[src/design/ntt_pkg.sv]
// Shared types and constants of the neighbor track table.
// Used by the cells, the divider pipeline and the top level; depends on nothing.
`timescale 1ns / 1ps

package ntt_pkg;

   // One tracked neighbor as held in a table cell.
   typedef struct packed {
      logic               valid;
      logic [31:0]        time_ms;
      logic signed [31:0] x;
      logic signed [31:0] y;
      logic signed [15:0] speed;
   } entry_type;

   // Sequencer states.
   typedef enum logic [1:0] {
      ST_IDLE,
      ST_SCAN,
      ST_DRAIN,
      ST_DONE
   } state_type;

   // Configuration register indexes.
   localparam int CSR_INDEX_W = 2;
   localparam logic [CSR_INDEX_W-1:0] CSR_MATCH_DISTANCE = 2'd0;
   localparam logic [CSR_INDEX_W-1:0] CSR_MAX_AGE_MS     = 2'd1;
   localparam logic [CSR_INDEX_W-1:0] CSR_DECEL_RATE     = 2'd2;

   // Register reset values.
   localparam logic [15:0] MATCH_DISTANCE_RST = 16'd80;
   localparam logic [15:0] MAX_AGE_MS_RST     = 16'd300;
   localparam logic [15:0] DECEL_RATE_RST     = 16'd1152;

   // Commands.
   localparam logic CMD_BEACON = 1'b0;
   localparam logic CMD_TICK   = 1'b1;

   // Divider shape: a 40-bit dividend, a 16-bit divisor, four quotient bits per stage.
   localparam int DIV_NUM_W = 40;
   localparam int DIV_DEN_W = 16;
   localparam int DIV_BPS   = 4;

   // Dead reckoning divides by 16000 = 128 * 125; the 128 is a shift.
   localparam logic [DIV_DEN_W-1:0] BEACON_DIVISOR = 16'd125;

endpackage

[src/design/ntt_cell.sv]
// One cell of the rotating entry ring of the neighbor track table.
// Depends on ntt_pkg for the entry type.
`timescale 1ns / 1ps

module ntt_cell (
   input  logic                clock,
   input  logic                reset,
   input  logic                shift_en,
   input  ntt_pkg::entry_type  shift_in,
   input  logic                wr_en,
   input  ntt_pkg::entry_type  wr_data,
   output ntt_pkg::entry_type  entry_out
);
   import ntt_pkg::*;

   entry_type entry_ff;

   // A direct write wins over the shift; only the valid bit is cleared by reset.
   always_ff @(posedge clock) begin
      if (reset) begin
         entry_ff.valid <= 1'b0;
      end else if (wr_en) begin
         entry_ff <= wr_data;
      end else if (shift_en) begin
         entry_ff <= shift_in;
      end
   end

   assign entry_out = entry_ff;

endmodule

[config.mk]
export PLATFORM = sky130hd
export DESIGN_NAME = ntt_cell
export DESIGN_NICKNAME = d
export VERILOG_FILES = /design/src/design/ntt_pkg.sv /design/src/design/ntt_cell.sv
export SDC_FILE = /design/constraint.sdc
export NUM_CORES = 1
export LEC_CHECK = 0
export ABC_AREA = 0
export BUFFER_PORTS_ARGS = -buffer_cell sky130_fd_sc_hd__buf_2
export CAP_MARGIN = 20
export CORE_AREA = 5 5 132 134
export CTS_CLUSTER_DIAMETER = 30
export CTS_CLUSTER_SIZE = 24
export DETAILED_ROUTE_END_ITERATION = 10
export DIE_AREA = 0 0 137 139
export GPL_TIMING_DRIVEN = 0
export PLACE_DENSITY = 0.7
export SLEW_MARGIN = 20
export SYNTH_ARGS = -nofsm -noshare
export SYNTH_HDL_FRONTEND = slang
export SYNTH_SLANG_ARGS = --single-unit
[constraint.sdc]
create_clock -name clock -period 7.2 [get_ports clock]
set_input_delay 1.08 -clock clock [delete_from_list [all_inputs] [get_ports clock]]
set_output_delay 1.08 -clock clock [all_outputs]
set_load 0.05 [all_outputs]
==> impl_metrics.tcl <==
set metrics [dict create \
    syn_to_final_growth_pct 52.96 \
    synth_xor_area_share_pct 0 \
    fin_cells 840 \
    synth_compound_area_share_pct 0.2516 \
    grt_pass1_vias 3991 \
    first_pass_iters 4 \
    io_pins 343 \
    layout.nets 838 \
    p_per_area_nw_per_um2 270.5 \
    max-slew-margin-rel_pct 59.53 \
    via_per_inst 4.270 \
    ys.flop_type "edfxtp_1" \
    cts-resized-gates 0 \
    ys_seq_elements 113 \
    crit_type "input pin to register" \
    drc 0 \
    synth_area_per_cell_um2 20.38 \
    fillCellCount 1456 \
    max-cap-violations 0 \
    crit_family "buffers and inverters" \
    synthMuxAreaShare_pct 29.18 \
    die_h_um 139 \
    pre_cts_ws_ns 4.214 \
    p_total_uw 2058 \
    cp_max_fo 29 \
    synthCells 244 \
    fin_crit_sh_pct 35.37 \
    yosys-top-cells-area "edfxtp_1 (68%), mux2_2 (14%), mux2_4 (14%)" \
    synthAdderAreaFrac_pct 0 \
    portBuffers 341 \
    period_minus_slack_ns 2.547 \
    clock_latency_ns 0.39 \
    cpMaxStageDelayCell "nor2_4" \
    grt.overflow.total 0 \
    fin_area_um2 7607 \
    die_area_um2 19040 \
    numClockSinks 113 \
    layout_setup_ws_ns 4.653 \
    initial_core_util_pct 30.75 \
    vias 3587 \
    synth_area_um2 4974 \
    required_ns 7.29 \
    synth_top_family_by_area "multiplexers" \
    setup_viol 0 \
    p_leak_uw 0.003465 \
    cts-root-buf "clkbuf_16" \
    crit_arrival_ns 2.64 \
    placed_cells 809 \
    status "finished, final reports clean" \
    die-width_um 137 \
    cts_max_level 4 \
    ctsHoldBuffers 0 \
    grtUsageTotal_pct 14.21 \
    antenna_found_initial 0 \
    startpoint_type "input pin" \
    critPathMaxStageDelay_ns 0.48 \
    fmax_ghz 0.3926 \
    worstHoldPathType "register to register" \
    rows 47 \
    syn_nets 474 \
    post_cts_buffers 0 \
    synth_top_area_share_pct 67.62 \
    worst_slew_pin_slew_ns 0.6056 \
    grt_setup_unrepaired "no" \
    coreArea_um2 16170 \
    grt_pass1_wl_um 20680 \
    dpl_cell_area_um2 7058 \
    clockBufferDepth 2 \
    n_antenna_cell 0 \
    end_kind "register" \
    grt_max_degree 32 \
    wl_per_cell_um 17.02 \
    ir_worst_vdd_v 0.0001500 \
    largest_reg_flops 113 \
    cts_tree "yes" \
    yosys_warnings 0 \
    synth-simple-area-share_pct 0.2767 \
    slew_viol_final 0 \
    drive_gt1_share_pct 80.65 \
    ant_nets 0 \
    synthTopCellsByCount "edfxtp_1 (112), mux2_2 (64), mux2_4 (48)" \
    path_clk_slew_ns 0.05 \
    place_congestion 0.8000 \
    path_cells "buf_6, buf_6, buf_6, nor2_1, nor2_4, buf_16, buf_12" \
    ys_types 11 \
    async_reset_ff_share_pct 0 \
    setup_tns_ns 0 \
    yosysMostFrequentCell "edfxtp_1" \
    hpwl_um 11540 \
    synth-edff-count 112 \
    numCtsBuffers 17 \
    drt-total-wl_um 14300 \
    cp.buffers_inverters 5 \
    final-hold-violation-count 0 \
    path_common_cell "buf_6" \
    synth_area_leader_cell "edfxtp_1" \
    skew_ns 0 \
    drtIter0Drc 105 \
    seq_area_frac_synth_pct 68.03 \
]
[kinds of logic (layout without fill, tap and decap cells)]
logic type | after synthesis | in the layout
muxes | 113 | 113
DFF | 113 | 113
buffers and inverters | 14 | 390
and+or+nand+nor | 3 | 3
AOI/OAI and AO/OA | 1 | 1
[final timing paths]
| kind | start | end | slack [ns] | depth (start not counted) |
|---|---|---|---|---|
| min reg2reg | entry_out[112] | entry_out[112] | 0.59 | 2 |
| min | entry_out[112] | entry_out[112] | 0.59 | 2 |
| max reg2reg | entry_out[112] | entry_out[112] | 6.51 | 2 |
| max | wr_en | entry_out[65] | 4.65 | 7 |
[cells in the final DEF (no fill, tap or decap), drive strengths merged, types with 2 or more instances in the layout]
master / instances
mux2: 112
buf: 358
bufinv: 2
clkinvlp: 2
clkinv: 10
nor2: 2
edfxtp: 112
clkbuf: 17
[per-stage QoR]
stage	hold WS [ns]	utilization (%)
final	0.5934	47.04
after global routing	0.6331	47.04
after CTS	0.6027	47.04
after detailed placement	0.6045	43.64
after global placement	0.5781	43.01
after floorplan	0.7977	-
[cell type report]
type	instances	area, um2	share of cell area (%)
Buffer	13	108.9	1.431
Inverter	1	3.754	0.04934
Multi-Input combinational cell	117	1485	19.52
Clock inverter	14	123.9	1.628
Sequential cell	113	3383	44.47
Timing Repair Buffer	345	1802	23.68
Clock buffer	17	425.4	5.592
Tap cell	220	275.3	3.618
[power breakdown]
group | switching, uW | internal (uW)
clock network | 284 | 498
logic | 310 | 152
registers | 14.4 | 799
total | 609 | 1450
[routing by layer]
layer	part of all wire [%]	up-vias	GRT usage [%]
li1	-	1689	-
met1	36	1660	15.01
met2	52	216	25.23
met3	10	22	6.205
met4	1.7	0	4.412
met5	0	-	0
[worst register-to-register path: cells and delay by family (launching register included)]
kind / cells / cell delay (ns)
AOI/OAI and AO/OA: 1 / 0.20
DFF: 1 / 0.33
muxes: 1 / 0.08
No activity file was read; power rests on OpenSTA's default activity.
