### config.mk
export PLATFORM = sky130hd
export DESIGN_NAME = ntt_div
export DESIGN_NICKNAME = d
export VERILOG_FILES = /design/src/design/ntt_pkg.sv /design/src/design/ntt_div.sv
export SDC_FILE = /design/constraint.sdc
export NUM_CORES = 2
export LEC_CHECK = 0
export BUFFER_PORTS_ARGS = -buffer_cell sky130_fd_sc_hd__clkbuf_2
export CAP_MARGIN = 5
export CORE_ASPECT_RATIO = 1.25
export CORE_MARGIN = 1
export CORE_UTILIZATION = 40
export CTS_CLUSTER_DIAMETER = 200
export DETAILED_ROUTE_END_ITERATION = 10
export PLACE_DENSITY_LB_ADDON = 0.3
export SLEW_MARGIN = 20
export SYNTH_ARGS = -nofsm -noshare
export SYNTH_HDL_FRONTEND = slang
export SYNTH_SLANG_ARGS = --single-unit
### constraint.sdc
create_clock -name clock -period 24.1 [get_ports clock]
set_input_delay 1.205 -clock clock [delete_from_list [all_inputs] [get_ports clock]]
set_output_delay 1.205 -clock clock [all_outputs]
set_load 0.03 [all_outputs]
### src/design/ntt_pkg.sv
// Shared types and constants of the neighbor track table.
// Used by the cells, the divider pipeline and the top level; depends on nothing.
`timescale 1ns / 1ps

package ntt_pkg;

   // One tracked neighbor as held in a table cell.
   typedef struct packed {
      logic               valid;
      logic [31:0]        time_ms;
      logic signed [31:0] x;
      logic signed [31:0] y;
      logic signed [15:0] speed;
   } entry_type;

   // Sequencer states.
   typedef enum logic [1:0] {
      ST_IDLE,
      ST_SCAN,
      ST_DRAIN,
      ST_DONE
   } state_type;

   // Configuration register indexes.
   localparam int CSR_INDEX_W = 2;
   localparam logic [CSR_INDEX_W-1:0] CSR_MATCH_DISTANCE = 2'd0;
   localparam logic [CSR_INDEX_W-1:0] CSR_MAX_AGE_MS     = 2'd1;
   localparam logic [CSR_INDEX_W-1:0] CSR_DECEL_RATE     = 2'd2;

   // Register reset values.
   localparam logic [15:0] MATCH_DISTANCE_RST = 16'd80;
   localparam logic [15:0] MAX_AGE_MS_RST     = 16'd300;
   localparam logic [15:0] DECEL_RATE_RST     = 16'd1152;

   // Commands.
   localparam logic CMD_BEACON = 1'b0;
   localparam logic CMD_TICK   = 1'b1;

   // Divider shape: a 40-bit dividend, a 16-bit divisor, four quotient bits per stage.
   localparam int DIV_NUM_W = 40;
   localparam int DIV_DEN_W = 16;
   localparam int DIV_BPS   = 4;

   // Dead reckoning divides by 16000 = 128 * 125; the 128 is a shift.
   localparam logic [DIV_DEN_W-1:0] BEACON_DIVISOR = 16'd125;

endpackage

### src/design/ntt_div.sv
// Pipelined restoring divider with a tag carried alongside each operand pair.
// Depends on ntt_pkg for nothing but the house import; one transfer per cycle.
`timescale 1ns / 1ps

module ntt_div #(
   parameter int NW  = 40,
   parameter int DW  = 16,
   parameter int TW  = 8,
   parameter int BPS = 4
) (
   input  logic          clock,
   input  logic          reset,
   input  logic          in_vld,
   input  logic [NW-1:0] in_num,
   input  logic [DW-1:0] in_den,
   input  logic [TW-1:0] in_tag,
   output logic          out_vld,
   output logic [NW-1:0] out_quo,
   output logic [TW-1:0] out_tag
);
   import ntt_pkg::*;

   localparam int STAGES = NW / BPS;

   logic          vld_ff [STAGES];
   logic [NW-1:0] num_ff [STAGES];
   logic [NW-1:0] quo_ff [STAGES];
   logic [DW-1:0] rem_ff [STAGES];
   logic [DW-1:0] den_ff [STAGES];
   logic [TW-1:0] tag_ff [STAGES];

   logic [NW-1:0] num_in [STAGES];
   logic [NW-1:0] quo_in [STAGES];
   logic [DW-1:0] rem_in [STAGES];

   // Each stage retires BPS quotient bits from the registers of the stage before.
   always_comb begin
      logic [DW:0]   r;
      logic [NW-1:0] n;
      logic [NW-1:0] q;
      logic [DW-1:0] d;
      for (int s = 0; s < STAGES; s++) begin
         if (s == 0) begin
            r = '0;
            n = in_num;
            q = '0;
            d = in_den;
         end else begin
            r = {1'b0, rem_ff[s-1]};
            n = num_ff[s-1];
            q = quo_ff[s-1];
            d = den_ff[s-1];
         end
         for (int b = 0; b < BPS; b++) begin
            r = {r[DW-1:0], n[NW-1]};
            n = {n[NW-2:0], 1'b0};
            q = {q[NW-2:0], 1'b0};
            if (r >= {1'b0, d}) begin
               r = r - {1'b0, d};
               q[0] = 1'b1;
            end
         end
         num_in[s] = n;
         quo_in[s] = q;
         rem_in[s] = r[DW-1:0];
      end
   end

   // Stage registers; only the valid bits are control state.
   always_ff @(posedge clock) begin
      for (int s = 0; s < STAGES; s++) begin
         num_ff[s] <= num_in[s];
         quo_ff[s] <= quo_in[s];
         rem_ff[s] <= rem_in[s];
         if (s == 0) begin
            den_ff[s] <= in_den;
            tag_ff[s] <= in_tag;
         end else begin
            den_ff[s] <= den_ff[s-1];
            tag_ff[s] <= tag_ff[s-1];
         end
      end
      if (reset) begin
         for (int s = 0; s < STAGES; s++) begin
            vld_ff[s] <= 1'b0;
         end
      end else begin
         for (int s = 0; s < STAGES; s++) begin
            vld_ff[s] <= (s == 0) ? in_vld : vld_ff[(s == 0) ? 0 : s-1];
         end
      end
   end

   assign out_vld = vld_ff[STAGES-1];
   assign out_quo = quo_ff[STAGES-1];
   assign out_tag = tag_ff[STAGES-1];

endmodule

==> flow_summary.json <==
{
  "cts.htree.levels": 3,
  "slowest_delay_ns": 0.78,
  "worst_pin_slew_ns": 1.02,
  "syn_area_mm2": 0.0504,
  "syn_nets": 6287,
  "rsz0062_at_grt": "no",
  "setup_viol": 0,
  "final_core_util_pct": 44.6,
  "post-place-ws_ns": 11.30,
  "antenna_found_initial": 1,
  "grt_overflow_total": 0,
  "avgSynthCellArea_um2": 9.07,
  "hold_viol": 0,
  "areaGrowthSynthToFinish_pct": 10.6,
  "grt_start_max_net_pins": 30,
  "cts_made_buffers": 84,
  "synth-seq-cells": 778,
  "synth-seq-area-share_pct": 30.9,
  "maxCapViolCount": 0,
  "synth_edf_count": 0,
  "clk_pin_slew_worst_paths_ns": 0.06,
  "post_cts_buffers": 0,
  "worstHoldPathType": "reg2reg",
  "ys_types": 97,
  "fin_crit_ns": 12.93,
  "io_pins": 116,
  "start_util_pct": 40.3,
  "setup_slack_ns": 11.17,
  "outcome": "complete, no violations",
  "final_cell_mix": "dfxtp_1, ha_1, a21oi_1",
  "insertion_delay_ns": 0.71,
  "fin_nets": 6424,
  "max_freq_ghz": 0.0773,
  "ys.flop_type": "dfxtp_1",
  "cts_tree": "yes",
  "n_fill_cell": 12100,
  "syn_inst": 5556,
  "gp_congestion": 0.908,
  "dieHeight_um": 399,
  "drc": 0,
  "grt_use_total_pct": 20.1,
  "routed_wl_mm": 131,
  "clock_sinks": 778,
  "cp.arrival_ns": 13.48,
  "final_antenna_net_count": 0,
  "crit_family": "compound AO/OA/AOI/OAI gates",
  "synth_warnings": 0,
  "startpoint_type": "flop",
  "relSlewSlack_pct": 31.7,
  "worst-path-buf-inv": 6,
  "drtIter0Drc": 2184,
  "clk_path_buf_depth": 3,
  "die_w_um": 319,
  "root_buffer": "clkbuf_16",
  "port_buffers": 115,
  "num_vias": 40300,
  "fin_tns_setup_ns": 0,
  "critical_path.endpoint_type": "flop",
  "path_class": "reg2reg",
  "hpwl_mm": 105,
  "slowest_stage": "o31a_1",
  "die_area_mm2": 0.127,
  "vias_per_cell": 5.46,
  "ys_async_sr_fraction_pct": 0,
  "crit_required_ns": 24.65,
  "post_cts_resized": 0,
  "detail_route.wl_per_cell_um": 17.7,
  "slew_violations": 0,
  "dp.cells": 7224,
  "core_area_mm2": 0.125,
  "cts_hold_buf": 0,
  "fin_crit_sh_pct": 53.7,
  "fin_cells": 7380,
  "antennaDiodeCount": 0,
  "fp-row-count": 145,
  "mostFrequentLayoutCell": "dfxtp_1",
  "first_pass_iters": 5,
  "finalClockSkew_ns": 0.0481,
  "drive_above_1_share_pct": 11.8,
  "first_global_vias": 39300,
  "grt_first_pass_wirelength_mm": 207,
  "crit_fanout": 24
}
==> metrics by stage <==
stage               hold slack (ns)  area, µm²
floorplan                     0.310      50400
global placement              0.309      52800
detailed placement            0.312      52800
CTS                           0.317      55700
global route                  0.322      55700
finish                        0.315      55700
==> flip-flops by register name, summed over array words and instances, names as in the netlist <==
name / count
den_ff: 144
quo_ff: 220
rem_ff: 144
tag_ff: 80
num_ff: 180
vld_ff: 10
==> final timing paths <==
check,startpoint,to,slack [ns],depth (start not counted)
max,den_ff[4][1],rem_ff[5][5],11.17,43
min,quo_ff[3][5],quo_ff[4][9],0.31,0
max reg2reg,den_ff[4][1],rem_ff[5][5],11.17,43
min reg2reg,quo_ff[3][5],quo_ff[4][9],0.31,0
==> cells in the mapped netlist (26+ instances only) <==
master	n	share of area, %
dfxtp_1	778	31
ha_1	626	16
a21oi_1	409	4.1
inv_1	398	3.0
nor2_1	354	2.6
nand2_1	345	2.6
mux2_2	312	7.0
o21ai_0	297	3.0
xnor2_1	282	4.9
a21o_1	181	2.7
xor2_1	151	2.6
nor3_1	115	1.1
o21a_1	107	1.6
nand4_1	102	1.3
nor2b_1	98	1.2
nand3_1	74	0.74
mux2i_1	59	1.2
nand2b_1	54	0.67
a21boi_0	52	0.77
o21bai_1	51	0.76
clkbuf_1	44	0.33
a211oi_1	43	0.64
fa_1	38	1.5
a31oi_1	36	0.45
or3_1	36	0.45
o31ai_1	34	0.51
o31a_1	28	0.49
and3_1	27	0.34
nor4_1	27	0.34
or2_2	27	0.34
o211ai_1	26	0.39
==> area by class of cell <==
| type | count | area [µm²] | share of cell area [%] |
|---|---|---|---|
| clock buffer | 111 | 2320 | 4.17 |
| clock inverter | 45 | 648 | 1.16 |
| inverter | 403 | 1510 | 2.71 |
| multi-input combinational | 4296 | 33000 | 59.1 |
| sequential | 778 | 15600 | 27.9 |
| tap | 1617 | 2020 | 3.63 |
| timing repair buffer | 130 | 688 | 1.23 |
==> metal layers <==
metal  share of wire [%]  GRT usage [%]  up-vias
li1                    -              -    20300
met4                 4.5           9.90        0
met5                   0              0        -
met3                 3.3           2.23      269
met2                  50           37.2      778
met1                  42           22.9    18900
==> worst reg2reg max path: cells and delay by family, from the launching register on <==
kind            cells  cell delay (ns)
compound gates     21             5.60
mux                 3             0.94
flops               1             0.62
buf+inv             6             1.49
fa+ha+maj           4             1.31
simple gates        9             2.84
==> logic make-up after synthesis <==
group,Yosys count,share of synthesized area [%]
DFF,778,30.9
xor gates and xnor gates,433,7.53
AOI/OAI and AO/OA,1460,19.0
muxes,393,8.74
buffers and inverters,482,3.74
adders and majority gates,664,17.1
and+or+nand+nor,1346,13.0
Power is left out: the tool's default activity adds up to more than one toggle a clock period on the data nets, which glitch-free logic cannot reach.
